--- config.mk ---
export PLATFORM = sky130hd
export DESIGN_NAME = rps_scan
export DESIGN_NICKNAME = d
export VERILOG_FILES = /design/src/rtl/core/rps_pkg.sv /design/src/rtl/core/rps_scan.sv
export SDC_FILE = /design/constraint.sdc
export NUM_CORES = 1
export LEC_CHECK = 0
export ABC_AREA = 1
export BUFFER_PORTS_ARGS = -buffer_cell sky130_fd_sc_hd__buf_2
export CAP_MARGIN = 20
export CORE_ASPECT_RATIO = 1.4
export CORE_MARGIN = 2
export CORE_UTILIZATION = 35
export CTS_CLUSTER_DIAMETER = 50
export CTS_CLUSTER_SIZE = 14
export DETAILED_ROUTE_END_ITERATION = 16
export PLACE_DENSITY = 0.6
export SKIP_CTS_REPAIR_TIMING = 1
export SKIP_LAST_GASP = 1
export SLEW_MARGIN = 10
export SYNTH_ARGS = -nofsm -noshare
export SYNTH_HDL_FRONTEND = slang
export SYNTH_SLANG_ARGS = --single-unit
--- constraint.sdc ---
create_clock -name clk_i -period 3.68 [get_ports clk_i]
set_input_delay 0.736 -clock clk_i [delete_from_list [all_inputs] [get_ports clk_i]]
set_output_delay 0.736 -clock clk_i [all_outputs]
set_load 0.005 [all_outputs]
--- src/rtl/core/rps_pkg.sv ---
// ----------------------------------------------------------------------------
// rps_pkg
// shared types and constants of the range predecessor search block
// ----------------------------------------------------------------------------
package rps_pkg;

  // fixed widths of the request and result fields
  localparam int unsigned IDX_W  = 10;
  localparam int unsigned DATA_W = 32;

  // request kinds
  localparam logic MODE_WRITE = 1'b0;
  localparam logic MODE_QUERY = 1'b1;

  typedef enum logic [2:0] {
    ST_CLEAR,
    ST_IDLE,
    ST_TARGET,
    ST_SCAN,
    ST_LAST,
    ST_RESP
  } state_e;

  // controls from the sequencer to the compare unit
  typedef struct packed {
    logic clr;     // drop the running best
    logic tgt_ld;  // read data is the target
    logic cmp_en;  // read data is a range element
  } scan_ctrl_t;

endpackage

--- src/rtl/core/rps_scan.sv ---
// ----------------------------------------------------------------------------
// rps_scan
// compare unit: keeps the target and the running best over the range
// ----------------------------------------------------------------------------
module rps_scan
  import rps_pkg::*;
#(
  parameter int unsigned VALUE_WIDTH = 32
) (
  input  logic                   clk_i,
  input  logic                   rst_ni,
  input  scan_ctrl_t             ctrl_i,
  input  logic [VALUE_WIDTH-1:0] rd_value_i,
  input  logic [IDX_W-1:0]       rd_idx_i,
  output logic                   have_o,
  output logic [IDX_W-1:0]       best_idx_o,
  output logic [VALUE_WIDTH-1:0] best_val_o
);

  logic                   have_q, have_d;
  logic [IDX_W-1:0]       best_idx_q, best_idx_d;
  logic [VALUE_WIDTH-1:0] best_val_q, best_val_d;
  logic [VALUE_WIDTH-1:0] target_q, target_d;
  logic                   take;

  // not above target, and not below the best so far (rightmost on ties)
  assign take = (rd_value_i <= target_q) && (!have_q || (rd_value_i >= best_val_q));

  always_comb begin
    have_d     = have_q;
    best_idx_d = best_idx_q;
    best_val_d = best_val_q;
    target_d   = target_q;
    if (ctrl_i.clr) begin
      have_d     = 1'b0;
      best_idx_d = '0;
      best_val_d = '0;
    end else if (ctrl_i.tgt_ld) begin
      target_d = rd_value_i;
    end else if (ctrl_i.cmp_en && take) begin
      have_d     = 1'b1;
      best_idx_d = rd_idx_i;
      best_val_d = rd_value_i;
    end
  end

  always_ff @(posedge clk_i or negedge rst_ni) begin
    if (!rst_ni) begin
      have_q     <= 1'b0;
      best_idx_q <= '0;
      best_val_q <= '0;
    end else begin
      have_q     <= have_d;
      best_idx_q <= best_idx_d;
      best_val_q <= best_val_d;
    end
  end

  always_ff @(posedge clk_i) begin
    target_q <= target_d;
  end

  assign have_o     = have_q;
  assign best_idx_o = best_idx_q;
  assign best_val_o = best_val_q;

endmodule

==> flow_results.org <==
** STA
- Setup violations remaining at the end of the flow were counted as 0.
- The max-slew violation count is 0.
- Worst clock skew :: roughly 5.7 ps
- For the pin with the worst max-slew slack, the measured transition is about 540 ps.
- In this run the tightest slew margin relative to its limit is 0.636.
- Share of the clock period used by the worst path :: 0.684
- Fmax :: between 300 and 400 MHz
- The worst path in the final design needs a cycle of about 2500 ps, including I/O delays and setup.
- The number of hold violations in the final report was 0.
- Setup repair after global routing missed its margin :: false
- Sum of negative setup slack :: 0 ps

** Finish
- 0 antenna diodes ended up in the layout.
- Net total in the final layout :: approximately 710
- Footprint of the multi-input gates :: roughly 2100 um2
- Share of layout cells above drive strength 1 :: 0.197
- The layout has 1285 filler cells.
- Sequential cell area :: between 2000 and 2500 um2
- After the flow finishes, the layout carries non-filler instances totaling roughly 750.
- Post-synthesis to final-layout area growth :: 20.2%

** Critical path
- The critical path is of the input port to flip-flop type.
- STA classifies the critical path startpoint as an input port.
- Required @ worst endpoint :: ~4000 ps
- Biggest fanout along the worst timing path :: 43
- Across all register-to-register paths, the minimum setup slack is between 1000 and 1500 ps.
- STA classifies the critical path endpoint as a flip-flop.
- At the worst endpoint, the arrival time is between 2000 and 3000 ps.

** Power and ir drop
- Leakage :: between 0.002 and 0.003 uW
- Pwr Density :: 427 nW/um2
- VDD sags by at most 242 uV.

** Yosys
- FFs w/ async S/R, synth :: 0.573
- Top_reg_cell synth :: dfrtp_1
- Yosys warns :: 0
- Most common library cells after synthesis :: nand2_1, inv_1, ha_1
- The portion of synthesized area spent on multiplexers is 0.
- Cell Area, Synth :: roughly 4500 um2
- Most used standard cell by instance count after synthesis :: nand2_1
- Of the total synthesized cell area, the portion taken by AND, OR, NAND and NOR gates is 0.229.
- The cell count after synthesis came out at between 500 and 600.
- Count of state elements after synthesis :: 75
- The netlist uses 22 different library cells.
- The synthesized design contains 32 enable-type register cells.
- Biggest area contributors in the synthesized netlist :: dfrtp_1, edfxtp_1, ha_1, nand2_1, inv_1
- Of the total synthesized cell area, the portion taken by full adders, half adders and majority gates is 0.176.
- Fraction of post-synthesis cell area in the top cell type by area :: 0.237
- For this run, the register share of the synthesized area comes to 0.448.
- Compound-Gate Fraction of Synth Area :: 0.0512
- Area leader, netlist :: dfrtp_1
- Dividing the synthesized area by the synthesized cell count gives between 8 and 9 um2.
- Dominant combinational cell family by area after synthesis :: simple AND/OR/NAND/NOR gates
- Of the total synthesized cell area, the portion taken by XOR and XNOR cells is 0.
- Net count after synthesis :: 620

** Clock tree
- The clock drives 75 sinks.
- Clock tree from TritonCTS :: done
- The clock passes through at most 2 buffers.
- Skew-Pair Late Insertion Delay :: 340 ps
- The H-tree was split into 3 levels.
- Buffer cell driving the clock tree root :: clkbuf_16
- The number of clock buffers added by TritonCTS is 9.
- After clock tree synthesis, the clock-pin slew on the worst setup and hold paths is roughly 60 ps.

** Drt
- Wire length after detailed routing :: 10.8 mm
- After detailed routing, the number of remaining DRC violations is 0.
- Wire length per cell after detailed routing :: ~14 um
- Avg Vias per Cell :: between 5 and 6
- Total via count in the routed design :: approximately 3800
- First-iteration detailed-routing DRC count :: between 100 and 150
- The detail route stage leaves a number of antenna-violating nets equal to 0.
- The pre-antenna-repair detailed-routing pass consisted of 4 iterations.

** Global routing
- The number of global-route vias before repair is around 3800.
- GR Util All Layers :: 0.164
- Wire length of the first global-routing pass :: about 18 mm
- After global routing the overflow that remains totals 0.
- The initial antenna violation count was 0.
- Pin count of the biggest net entering global routing :: 52

** Status
- The run finished with clean final reports.

** Floorplanning
- The floorplan step set the die height to between 100 and 150 um.
- Chip Width :: 100 um
- The die covers around 14000 um2.
- Core Box Area :: approximately 13000 um2
- During I/O placement, the number of pins put on the boundary was 90.
- Number of rows in the core area :: just under 50
- Initial Utilization :: 0.356

** Placement
- After detailed placement, the design holds a cell count of approximately 740.
- The congestion estimate from routability-driven global placement came to just under 0.8.
- I/O Buffers :: 89
- Final HPWL from detailed placement :: about 8 mm

** Run
- Max-cap violations in this run came to 0.

** Worst hold path
- The tightest min-delay check is of the input port to asynchronous set/reset pin type.
## per-stage QoR
stage	total power, uW	area (um2)	hold WS [ps]	setup slack (ps)	utilization
3_5_place_dp	1320	5090	483	779	0.399
5_1_grt	2450	5460	379	847	0.428
4_1_cts	2350	5440	499	1130	0.427
3_3_place_gp	1300	5090	487	831	0.399
6_report	2330	5460	354	1160	0.428
2_1_floorplan	1180	4540	440	1120	-
## kinds of logic after synthesis
logic type               count (synthesis)
AND/OR/NAND/NOR                        226
buffers and inverters                  102
AO/OA/AOI/OAI                           42
flip-flops                              75
adder cells (fa/ha/maj)                 64
## registers in the layout, indices dropped and copies added, names as in the netlist
name and flops:
best_val_o 32, have_o 1, best_idx_o 10, target_q 32
## critical path: stages
cell     delay [ps]
buf_2           130
ha_1            300
nand2_1          70
nor2_1          140
nand2_1         110
nor4_2          220
nand2_1         100
nand2_1          70
nand2_2         200
nand2_4         460
nand3_1         150
nand2_1         100
## path summary, 6_finish.rpt
| check | startpoint | to | cells after the start |
|---|---|---|---|
| max | rd_value_i[31] | best_val_o[25]$_DFFE_PN0P_ | 12 |
| min | rst_ni | best_val_o[15]$_DFFE_PN0P_ | 1 |
| max reg2reg | target_q[31]$_DFFE_PP_ | best_val_o[25]$_DFFE_PN0P_ | 12 |
| min reg2reg | best_idx_o[1]$_DFFE_PN0P_ | best_idx_o[1]$_DFFE_PN0P_ | 2 |
| max in group asynchronous | rst_ni | best_val_o[29]$_DFFE_PN0P_ | 2 |
| min in group clk_i | best_idx_o[1]$_DFFE_PN0P_ | best_idx_o[1]$_DFFE_PN0P_ | 2 |
## where the power goes
part,switching (uW),internal [uW],leakage [uW]
Sequential,23.6,924,0.000891
Clock,350,682,0.000169
Combinational,224,131,0.00181
Total,597,1740,0.00287
## area by class of cell
class / count / share of cell area
Clock inverter: 6 / 0.0204
Inverter: 81 / 0.0557
Sequential cell: 75 / 0.373
Tap cell: 153 / 0.0351
Timing Repair Buffer: 95 / 0.0921
Clock buffer: 10 / 0.0438
Multi-Input combinational cell: 332 / 0.380
## metal layers
| layer | wire length, um | vias to the layer above | GRT usage |
|---|---|---|---|
| met5 | 0 | - | 0 |
| li1 | - | 1894 | - |
| met4 | 194 | 0 | 0.0591 |
| met2 | 5540 | 93 | 0.280 |
| met1 | 4640 | 1789 | 0.201 |
| met3 | 457 | 17 | 0.0348 |
## cell usage in the layout (no fill, tap or decap)
master	count
nand2_1	112
buf_2	89
inv_1	80
ha_1	64
nand4_1	47
dfrtp_1	43
nand3_1	42
edfxtp_1	32
a21oi_1	30
nor2_1	19
clkbuf_16	9
o21ai_0	7
buf_4	5
o21a_1	3
bufinv_16	3
nor3_1	2
nor2_2	1
a21oi_4	1
nor4_2	1
nand2_2	1
nand2_4	1
inv_2	1
a21oi_2	1
clkinv_2	1
clkinvlp_4	1
clkbuf_8	1
inv_6	1
buf_12	1
Power figures use the tool's default switching activity.
